`src/rtl/gbad_pkg.sv`:
```
// shared types, register map and constants of the gnss binary/ascii deframer
package gbad_pkg;

  localparam int unsigned BUFFER_BYTES_DEF = 4096;
  localparam int unsigned MIN_CAP          = 9;
  localparam logic [7:0]  ASCII_MARK       = 8'h24;
  localparam int unsigned MIN_VALID_BYTES  = 8;

  // register indexes, byte address is 4 * index
  localparam logic [2:0] REG_SYNC_FIRST  = 3'd0;
  localparam logic [2:0] REG_SYNC_SECOND = 3'd1;
  localparam logic [2:0] REG_START_CHAR  = 3'd2;
  localparam logic [2:0] REG_END_FIRST   = 3'd3;
  localparam logic [2:0] REG_END_SECOND  = 3'd4;
  localparam logic [2:0] REG_ABORT_CHAR  = 3'd5;
  localparam logic [2:0] REG_MAX_BYTES   = 3'd6;
  localparam logic [2:0] REG_BIG_ENDIAN  = 3'd7;

  typedef enum logic [1:0] {
    MODE_IDLE = 2'd0,
    MODE_BIN  = 2'd1,
    MODE_TXT  = 2'd2
  } mode_e;

  typedef enum logic [2:0] {
    PH_SYNC2 = 3'd0,
    PH_ID    = 3'd1,
    PH_LEN1  = 3'd2,
    PH_LEN2  = 3'd3,
    PH_BODY  = 3'd4
  } phase_e;

  typedef enum logic [2:0] {
    ST_IGNORED     = 3'd0,
    ST_IN_FRAME    = 3'd1,
    ST_VALID_END   = 3'd2,
    ST_INVALID_END = 3'd3,
    ST_ABORTED     = 3'd4
  } status_e;

  typedef enum logic [1:0] {
    KIND_NONE   = 2'd0,
    KIND_BINARY = 2'd1,
    KIND_ASCII  = 2'd2
  } kind_e;

  typedef struct packed {
    logic [7:0]  sync_first;
    logic [7:0]  sync_second;
    logic [7:0]  start_char;
    logic [7:0]  end_first;
    logic [7:0]  end_second;
    logic [7:0]  abort_char;
    logic [12:0] max_frame_bytes;
    logic        big_endian;
  } cfg_t;

  typedef struct packed {
    mode_e       mode;
    phase_e      phase;
    logic        cr_seen;
    logic [7:0]  held_id;
    logic [15:0] held_len;
    logic [16:0] left;
    logic [7:0]  sum_a;
    logic [7:0]  sum_b;
    logic        chk_ok;
  } frame_t;

  localparam frame_t FRAME_CLEAR = '{
    mode:     MODE_IDLE,
    phase:    PH_SYNC2,
    cr_seen:  1'b0,
    held_id:  8'h00,
    held_len: 16'h0000,
    left:     17'h00000,
    sum_a:    8'h00,
    sum_b:    8'h00,
    chk_ok:   1'b0
  };

  typedef struct packed {
    logic [7:0]  byte_echo;
    status_e     status;
    kind_e       kind;
    logic        drop;
    logic [7:0]  message_id;
    logic [15:0] payload_length;
    logic [31:0] stream_index;
  } result_t;

endpackage

```
`src/rtl/gnss_binary_ascii_deframer.sv`:
```
// top level of the gnss binary/ascii deframer
//
// channel   | dir | word contents (lsb first)
// s_axis    | in  | tdata: rx_byte[7:0]
// m_axis    | out | tdata: byte_echo, message_id, payload_length, stream_index
//           |     | tuser: frame_status, frame_kind, overflow_drop
// apb       | in  | eight 32-bit registers at byte address 4*index
//
// one word in, one word out; a word is accepted every cycle while the output is not stalled
// each word passes the input register, the tracker update and the output register
// the tracker state is a single register set updated once per word
// reset clears all tracking state and loads the register defaults
// a stalled output keeps the input register full and then s_axis_tready falls
module gnss_binary_ascii_deframer #(
  parameter int unsigned BUFFER_BYTES = gbad_pkg::BUFFER_BYTES_DEF
) (
  input  logic        clk_i,
  input  logic        rst_ni,
  input  logic        s_axis_tvalid,
  output logic        s_axis_tready,
  input  logic [7:0]  s_axis_tdata,   // rx_byte[7:0]
  output logic        m_axis_tvalid,
  input  logic        m_axis_tready,
  output logic [63:0] m_axis_tdata,   // byte_echo[7:0], message_id[15:8],
                                      // payload_length[31:16], stream_index[63:32]
  output logic [7:0]  m_axis_tuser,   // frame_status[2:0], frame_kind[4:3],
                                      // overflow_drop[5], zero[7:6]
  input  logic        psel,
  input  logic        penable,
  input  logic        pwrite,
  input  logic [4:0]  paddr,
  input  logic [31:0] pwdata,
  output logic [31:0] prdata,
  output logic        pready
);
  import gbad_pkg::*;

  cfg_t       cfg;
  result_t    res;
  result_t    out_q;
  logic       out_valid_q;
  logic       in_valid_q;
  logic [7:0] in_byte_q;
  logic       out_ready;
  logic       adv;

  assign out_ready     = !out_valid_q || m_axis_tready;
  assign adv           = in_valid_q && out_ready;
  assign s_axis_tready = !in_valid_q || adv;

  gbad_apb_regs u_regs (
    .clk_i   (clk_i),
    .rst_ni  (rst_ni),
    .psel    (psel),
    .penable (penable),
    .pwrite  (pwrite),
    .paddr   (paddr),
    .pwdata  (pwdata),
    .prdata  (prdata),
    .pready  (pready),
    .cfg_o   (cfg)
  );

  gbad_frame_tracker #(
    .BUFFER_BYTES (BUFFER_BYTES)
  ) u_tracker (
    .clk_i     (clk_i),
    .rst_ni    (rst_ni),
    .step_i    (adv),
    .rx_byte_i (in_byte_q),
    .cfg_i     (cfg),
    .res_o     (res)
  );

  always_ff @(posedge clk_i or negedge rst_ni) begin
    if (!rst_ni) begin
      in_valid_q  <= 1'b0;
      out_valid_q <= 1'b0;
    end else begin
      if (s_axis_tvalid && s_axis_tready) begin
        in_valid_q <= 1'b1;
      end else if (adv) begin
        in_valid_q <= 1'b0;
      end
      if (adv) begin
        out_valid_q <= 1'b1;
      end else if (m_axis_tready) begin
        out_valid_q <= 1'b0;
      end
    end
  end

  always_ff @(posedge clk_i) begin
    if (s_axis_tvalid && s_axis_tready) begin
      in_byte_q <= s_axis_tdata;
    end
    if (adv) begin
      out_q <= res;
    end
  end

  assign m_axis_tvalid = out_valid_q;
  assign m_axis_tdata  = {out_q.stream_index, out_q.payload_length,
                          out_q.message_id, out_q.byte_echo};
  assign m_axis_tuser  = {2'b00, out_q.drop, out_q.kind, out_q.status};

endmodule

```
`src/rtl/gbad_apb_regs.sv`:
```
// apb configuration registers of the deframer
module gbad_apb_regs (
  input  logic                 clk_i,
  input  logic                 rst_ni,
  input  logic                 psel,
  input  logic                 penable,
  input  logic                 pwrite,
  input  logic [4:0]           paddr,
  input  logic [31:0]          pwdata,
  output logic [31:0]          prdata,
  output logic                 pready,
  output gbad_pkg::cfg_t       cfg_o
);
  import gbad_pkg::*;

  cfg_t       cfg_q;
  logic [2:0] idx;
  logic       wr_en;

  assign idx    = paddr[4:2];
  assign wr_en  = psel && penable && pwrite;
  assign pready = 1'b1;
  assign cfg_o  = cfg_q;

  always_ff @(posedge clk_i or negedge rst_ni) begin
    if (!rst_ni) begin
      cfg_q.sync_first      <= 8'd69;
      cfg_q.sync_second     <= 8'd82;
      cfg_q.start_char      <= 8'd36;
      cfg_q.end_first       <= 8'd13;
      cfg_q.end_second      <= 8'd10;
      cfg_q.abort_char      <= 8'd27;
      cfg_q.max_frame_bytes <= 13'd4096;
      cfg_q.big_endian      <= 1'b0;
    end else if (wr_en) begin
      unique case (idx)
        REG_SYNC_FIRST:  cfg_q.sync_first      <= pwdata[7:0];
        REG_SYNC_SECOND: cfg_q.sync_second     <= pwdata[7:0];
        REG_START_CHAR:  cfg_q.start_char      <= pwdata[7:0];
        REG_END_FIRST:   cfg_q.end_first       <= pwdata[7:0];
        REG_END_SECOND:  cfg_q.end_second      <= pwdata[7:0];
        REG_ABORT_CHAR:  cfg_q.abort_char      <= pwdata[7:0];
        REG_MAX_BYTES:   cfg_q.max_frame_bytes <= pwdata[12:0];
        REG_BIG_ENDIAN:  cfg_q.big_endian      <= pwdata[0];
        default: ;
      endcase
    end
  end

  always_comb begin
    unique case (idx)
      REG_SYNC_FIRST:  prdata = {24'h0, cfg_q.sync_first};
      REG_SYNC_SECOND: prdata = {24'h0, cfg_q.sync_second};
      REG_START_CHAR:  prdata = {24'h0, cfg_q.start_char};
      REG_END_FIRST:   prdata = {24'h0, cfg_q.end_first};
      REG_END_SECOND:  prdata = {24'h0, cfg_q.end_second};
      REG_ABORT_CHAR:  prdata = {24'h0, cfg_q.abort_char};
      REG_MAX_BYTES:   prdata = {19'h0, cfg_q.max_frame_bytes};
      REG_BIG_ENDIAN:  prdata = {31'h0, cfg_q.big_endian};
      default:         prdata = 32'h0;
    endcase
  end

endmodule

```
`src/rtl/gbad_frame_tracker.sv`:
```
// frame tracking state and per-word status logic
module gbad_frame_tracker #(
  parameter int unsigned BUFFER_BYTES = gbad_pkg::BUFFER_BYTES_DEF
) (
  input  logic              clk_i,
  input  logic              rst_ni,
  input  logic              step_i,
  input  logic [7:0]        rx_byte_i,
  input  gbad_pkg::cfg_t    cfg_i,
  output gbad_pkg::result_t res_o
);
  import gbad_pkg::*;

  localparam int unsigned CW = $clog2(BUFFER_BYTES + 1);

  frame_t        fr_q, fr_d;
  logic [CW-1:0] cnt_q, cnt_d;
  logic [31:0]   idx_q;
  logic [31:0]   cap;
  logic [31:0]   max_ext;

  always_comb begin
    max_ext = 32'(cfg_i.max_frame_bytes);
    if (max_ext < 32'(MIN_CAP)) begin
      cap = 32'(MIN_CAP);
    end else if (max_ext > 32'(BUFFER_BYTES)) begin
      cap = 32'(BUFFER_BYTES);
    end else begin
      cap = max_ext;
    end
  end

  always_comb begin
    logic [7:0] b;
    logic [7:0] a_nx;
    logic       ok;
    b    = rx_byte_i;
    fr_d = fr_q;
    cnt_d = cnt_q;
    ok   = 1'b0;
    a_nx = fr_q.sum_a + b;
    res_o.byte_echo      = b;
    res_o.status         = ST_IGNORED;
    res_o.kind           = KIND_NONE;
    res_o.drop           = 1'b0;
    res_o.message_id     = 8'h00;
    res_o.payload_length = 16'h0000;
    res_o.stream_index   = idx_q;

    // pending frame already at the byte cap (limit clamped to MIN_CAP..BUFFER_BYTES)
    if (fr_d.mode != MODE_IDLE && 32'(cnt_d) >= cap) begin
      fr_d       = FRAME_CLEAR;
      cnt_d      = '0;
      res_o.drop = 1'b1;
    end

    unique case (fr_d.mode)
      MODE_IDLE: begin
        if (b == cfg_i.sync_first) begin
          fr_d         = FRAME_CLEAR;
          fr_d.mode    = MODE_BIN;
          cnt_d        = CW'(1);
          res_o.status = ST_IN_FRAME;
          res_o.kind   = KIND_BINARY;
        end else if (b == cfg_i.start_char) begin
          fr_d         = FRAME_CLEAR;
          fr_d.mode    = MODE_TXT;
          cnt_d        = CW'(1);
          res_o.status = ST_IN_FRAME;
          res_o.kind   = KIND_ASCII;
        end
      end
      MODE_BIN: begin
        cnt_d        = cnt_d + CW'(1);
        res_o.kind   = KIND_BINARY;
        res_o.status = ST_IN_FRAME;
        case (fr_d.phase)
          PH_SYNC2: begin
            if (b == cfg_i.sync_second) begin
              fr_d.phase = PH_ID;
            end else begin
              res_o.status = ST_INVALID_END;
              fr_d         = FRAME_CLEAR;
              cnt_d        = '0;
            end
          end
          PH_ID: begin
            fr_d.held_id     = b;
            fr_d.sum_a       = a_nx;
            fr_d.sum_b       = fr_q.sum_b + a_nx;
            fr_d.phase       = PH_LEN1;
            res_o.message_id = b;
          end
          PH_LEN1: begin
            fr_d.held_len    = {8'h00, b};
            fr_d.sum_a       = a_nx;
            fr_d.sum_b       = fr_q.sum_b + a_nx;
            fr_d.phase       = PH_LEN2;
            res_o.message_id = fr_d.held_id;
          end
          PH_LEN2: begin
            if (cfg_i.big_endian) begin
              fr_d.held_len = {fr_d.held_len[7:0], b};
            end else begin
              fr_d.held_len = {b, fr_d.held_len[7:0]};
            end
            fr_d.sum_a           = a_nx;
            fr_d.sum_b           = fr_q.sum_b + a_nx;
            fr_d.left            = {1'b0, fr_d.held_len} + 17'd2;
            fr_d.phase           = PH_BODY;
            res_o.message_id     = fr_d.held_id;
            res_o.payload_length = fr_d.held_len;
          end
          PH_BODY: begin
            res_o.message_id     = fr_d.held_id;
            res_o.payload_length = fr_d.held_len;
            if (fr_d.left > 17'd2) begin
              fr_d.sum_a = a_nx;
              fr_d.sum_b = fr_q.sum_b + a_nx;
            end else if (fr_d.left == 17'd2) begin
              fr_d.chk_ok = (b == fr_d.sum_a);
            end
            if (fr_d.left == 17'd1) begin
              // '$' as first sync skips the check bytes: only the length decides
              ok = (cnt_d > CW'(MIN_VALID_BYTES)) &&
                   ((cfg_i.sync_first == ASCII_MARK) ||
                    (fr_d.chk_ok && (b == fr_d.sum_b)));
              res_o.status = ok ? ST_VALID_END : ST_INVALID_END;
              fr_d         = FRAME_CLEAR;
              cnt_d        = '0;
            end else if (fr_d.left != 17'd0) begin
              fr_d.left = fr_d.left - 17'd1;
            end else begin
              res_o.status = ST_INVALID_END;
              fr_d         = FRAME_CLEAR;
              cnt_d        = '0;
            end
          end
          default: begin
            fr_d  = FRAME_CLEAR;
            cnt_d = '0;
          end
        endcase
      end
      MODE_TXT: begin
        cnt_d        = cnt_d + CW'(1);
        res_o.kind   = KIND_ASCII;
        res_o.status = ST_IN_FRAME;
        if (b == cfg_i.abort_char) begin
          res_o.status = ST_ABORTED;
          fr_d         = FRAME_CLEAR;
          cnt_d        = '0;
        end else if (b == cfg_i.end_first) begin
          fr_d.cr_seen = 1'b1;
        end else if (fr_d.cr_seen) begin
          if (b == cfg_i.end_second && cfg_i.start_char == ASCII_MARK &&
              cnt_d > CW'(MIN_VALID_BYTES)) begin
            res_o.status = ST_VALID_END;
          end else begin
            res_o.status = ST_INVALID_END;
          end
          fr_d  = FRAME_CLEAR;
          cnt_d = '0;
        end
      end
      default: begin
        fr_d  = FRAME_CLEAR;
        cnt_d = '0;
      end
    endcase
  end

  always_ff @(posedge clk_i or negedge rst_ni) begin
    if (!rst_ni) begin
      fr_q  <= FRAME_CLEAR;
      cnt_q <= '0;
      idx_q <= 32'h0;
    end else if (step_i) begin
      fr_q  <= fr_d;
      cnt_q <= cnt_d;
      idx_q <= idx_q + 32'd1;
    end
  end

endmodule

```
`config.mk`:
```
export PLATFORM = sky130hd
export DESIGN_NAME = gnss_binary_ascii_deframer
export DESIGN_NICKNAME = d
export VERILOG_FILES = /design/src/rtl/gbad_pkg.sv /design/src/rtl/gnss_binary_ascii_deframer.sv /design/src/rtl/gbad_apb_regs.sv /design/src/rtl/gbad_frame_tracker.sv
export SDC_FILE = /design/constraint.sdc
export NUM_CORES = 1
export LEC_CHECK = 0
export ABC_CLOCK_PERIOD_IN_PS = 6000
export BUFFER_PORTS_ARGS = -buffer_cell sky130_fd_sc_hd__buf_2
export CORE_MARGIN = 2
export CORE_UTILIZATION = 50
export CTS_BUF_LIST = sky130_fd_sc_hd__clkbuf_4
export DETAILED_ROUTE_END_ITERATION = 8
export PLACE_DENSITY_LB_ADDON = 0.08
export SETUP_SLACK_MARGIN = 0.3
export SYNTH_ARGS = -nofsm -noshare
export SYNTH_HDL_FRONTEND = slang
export SYNTH_SLANG_ARGS = --single-unit
```
`constraint.sdc`:
```
create_clock -name clk_i -period 6 [get_ports clk_i]
set_input_delay 0.3 -clock clk_i [delete_from_list [all_inputs] [get_ports clk_i]]
set_output_delay 0.3 -clock clk_i [all_outputs]
set_load 0.02 [all_outputs]
```
==> reports/metrics.yaml <==
setup_path:
  critical_path_class: "register to register"
  required_ns: 6.42
  crit_fanout: 8
  cp_top_family: "simple AND/OR/NAND/NOR gates"
  cp_common_cell: "nand2_1"
  start_kind: "register"
  max_stage_delay_ns: 0.60
  path_cells: "or4_1 -> nor3_2 -> nand2_1 -> nand2_1 -> nand2_1 -> ha_1 -> nand2_1 -> a2111oi_1 -> buf_4 -> and3_1 -> nor2_4 -> nand2_1 -> ha_2 -> nand2b_1 -> nand3_2 -> nor2_4 -> mux2_2 -> o21ai_0 -> nand4_1 -> or3_1 -> a31o_1"
  cp-end-kind: "register"
  slowest_stage: "or4_1"
  arrival_ns: 5.87
  worst-path-buf-inv: 1
routing:
  wl_per_cell_um: 19.84
  routed_wl_um: 41190
  drc: 0
  initialDrtViolationCount: 1079
  firstDrtPassIters: 6
  vias: 12306
  drt.antenna.violating_nets: 0
  routed_via_density: 5.928
floorplanning:
  ios: 159
  start_util_pct: 50.56
  core.rowCount: 62
  core_sq_mm: 0.02863
  die_w_um: 174.1
  dieArea_sq_mm: 0.03032
  die_y_um: 174.1
timing:
  setup-tns-final_ns: 0
  period_share_pct: 90.84
  finalSetupViolations: 0
  tightest_slew_ns: 1.316
  rsz0062_at_grt: "true"
  fmax_ghz: 0.1835
  slew_viol_final: 0
  relSlewSlack_pct: 11.60
  fin_skew_ns: 0.05970
  min_period_ns: 5.450
  finalHoldViolations: 0
cells_and_area:
  layout_commonest_cell: "dfrtp_1"
  multi_input_area_sq_mm: 0.007311
  fin_nets: 1723
  final_cell_mix: "155 x dfrtp_1, 154 x nand2_1, 114 x nor2_1, 114 x buf_2, 108 x clkbuf_4"
  design_area_sq_mm: 0.01671
  regArea_sq_mm: 0.006694
  area_growth_pct: 15.48
  fillers: 2554
  drive_gt1_share_pct: 22.29
logic_synthesis:
  netlist_area_sq_mm: 0.01447
  ys_types: 83
  synthCells: 1457
  yosysSeqAreaShare_pct: 46.25
  ys_seq_elements: 251
  yosysWarnings: 0
  synth_edf_count: 78
  ys.flop_type: "dfrtp_1"
  ys_async_sr_fraction_pct: 68.92
  synth.avg_cell_area_sq_um: 9.933
clock_network:
  clkSinkCount: 251
  cts_buffer_depth: 3
  h-tree-depth: 3
  cts_tree: "done"
  root_buffer: "clkbuf_4"
  clk_pin_slew_ns: 0.06
  cts_buffers: 70
  clock_latency_ns: 0.72
place:
  dpl.hpwl_um: 27880
  place.gp.congestion: 0.9189
  placed_area_sq_mm: 0.01546
  port_buffers: 115
run_status:
  status: "completed"
power:
  power.density_mw_per_mm2: 278.4
  ir_drop_uv: 195.1
  power_leakage_nw: 7.225
job:
  maxCapViolations: 0
global_routing:
  antenna_found_initial: 1
  grtUsageTotal_pct: 27.19
  grt_max_degree: 105
  grt_pass1_wl_um: 65330
  grt.overflow.total: 0
  grt_pass1_vias: 11859
min_path:
  hold_class: "primary input to register"
[worst register-to-register path: cells and delay by family, from the launching register on]
| family | cells | cell delay [ns] |
|---|---|---|
| and+or+nand+nor | 14 | 2.86 |
| AOI/OAI and AO/OA | 3 | 0.79 |
| adders and majority gates | 2 | 0.57 |
| DFF | 1 | 0.41 |
| muxes | 1 | 0.36 |
| buffers and inverters | 1 | 0.19 |
[where the power goes]
group / total, mW / switching (mW) / internal, mW / leakage (nW)
logic: 0.872 / 0.534 / 0.339 / 3.62
registers: 2.11 / 0.157 / 1.96 / 3.04
clock network: 1.67 / 0.753 / 0.913 / 0.567
[layer usage]
layer  vias to the layer above  track usage (%)  part of all wire, %  wire length, um
li1                       5730                -                    -                -
met1                      5923            37.74                   43            17890
met2                       547            42.18                   46            18920
met3                       106            4.703                  7.2             2963
met4                         0            11.62                  3.4             1412
met5                         -                0                    0                0
[worst paths after layout]
check | start | endpoint | slack [ns] | depth (start not counted)
hold / removal | pwrite | u_regs.cfg_o[0] | 0.22 | 4
min in group asynchronous | rst_ni | u_tracker.fr_q[56] | 0.30 | 2
hold reg to reg | u_tracker.idx_q[30] | m_axis_tdata[62] | 0.45 | 0
max in group asynchronous | rst_ni | u_tracker.fr_q[58] | 4.16 | 3
setup / recovery | u_regs.cfg_o[11] | m_axis_tuser[0] | 0.55 | 21
setup reg to reg | u_regs.cfg_o[11] | m_axis_tuser[0] | 0.55 | 21
[timing repair]
item | 4_1_cts | 5_1_grt
setup endpoints to repair | 0 | 20
hold buffers | 25 | 0
resized for setup | 0 | 7
setup buffers | 0 | 1
hold endpoints to repair | 165 | 0
[area by class of cell]
class                   count  area share, %
diodes                      1        0.01497
repair buffers            178          6.685
clock buffers             108          4.851
multi-input cells        1095          43.74
inverters                  39         0.8834
flip-flops and latches    251          40.05
clock inverters            20         0.8983
well taps                 384          2.875
[cell families after synthesis]
kind of cell / after synthesis / synth area share (%)
adder cells (fa/ha/maj): 37 / 3.285
multiplexers: 76 / 5.801
other: 2 / 0.05189
XOR/XNOR: 115 / 6.959
buffers and inverters: 131 / 4.046
flip-flops: 251 / 46.25
AO/OA/AOI/OAI: 346 / 16.80
AND/OR/NAND/NOR: 499 / 16.81
[state kept, by name, summed over array words and instances, names as in the netlist]
signal           flops
in_byte_q            8
m_axis_tvalid        1
m_axis_tdata        64
u_regs.cfg_o        62
m_axis_tuser         6
u_tracker.cnt_q     13
in_valid_q           1
u_tracker.fr_q      64
u_tracker.idx_q     32
[metrics by stage]
stage	setup slack, ns	power (mW)	instances	hold slack (ns)	utilization [%]
6_report	0.5497	4.652	2076	0.2233	58.39
5_1_grt	0.1990	4.903	2076	0.2088	58.39
4_1_cts	0.3866	4.697	2074	0.1449	58.25
3_5_place_dp	0.4806	2.995	1921	0.4444	54.02
3_3_place_gp	0.5410	2.979	1921	0.4443	54.02
2_1_floorplan	0.3473	2.713	1477	0.004409	-
[cell usage after synthesis, types with 23 or more instances]
cell type | count | area, sq um
xnor2_1 | 66 | 578.1
a22o_1 | 33 | 289.0
inv_1 | 36 | 135.1
nand2_1 | 154 | 578.1
mux2_2 | 63 | 709.4
nor2_1 | 115 | 431.7
a21oi_1 | 68 | 340.3
ha_1 | 34 | 425.4
dfrtp_1 | 155 | 3879
edfxtp_1 | 78 | 2342
and3_1 | 23 | 143.9
nand2b_1 | 25 | 156.4
nand3_1 | 33 | 165.2
o21ai_0 | 54 | 270.3
xor2_1 | 49 | 429.2
nor3_1 | 36 | 180.2
clkbuf_1 | 58 | 217.7
nand4_1 | 28 | 175.2
Power figures use the tool's default switching activity.
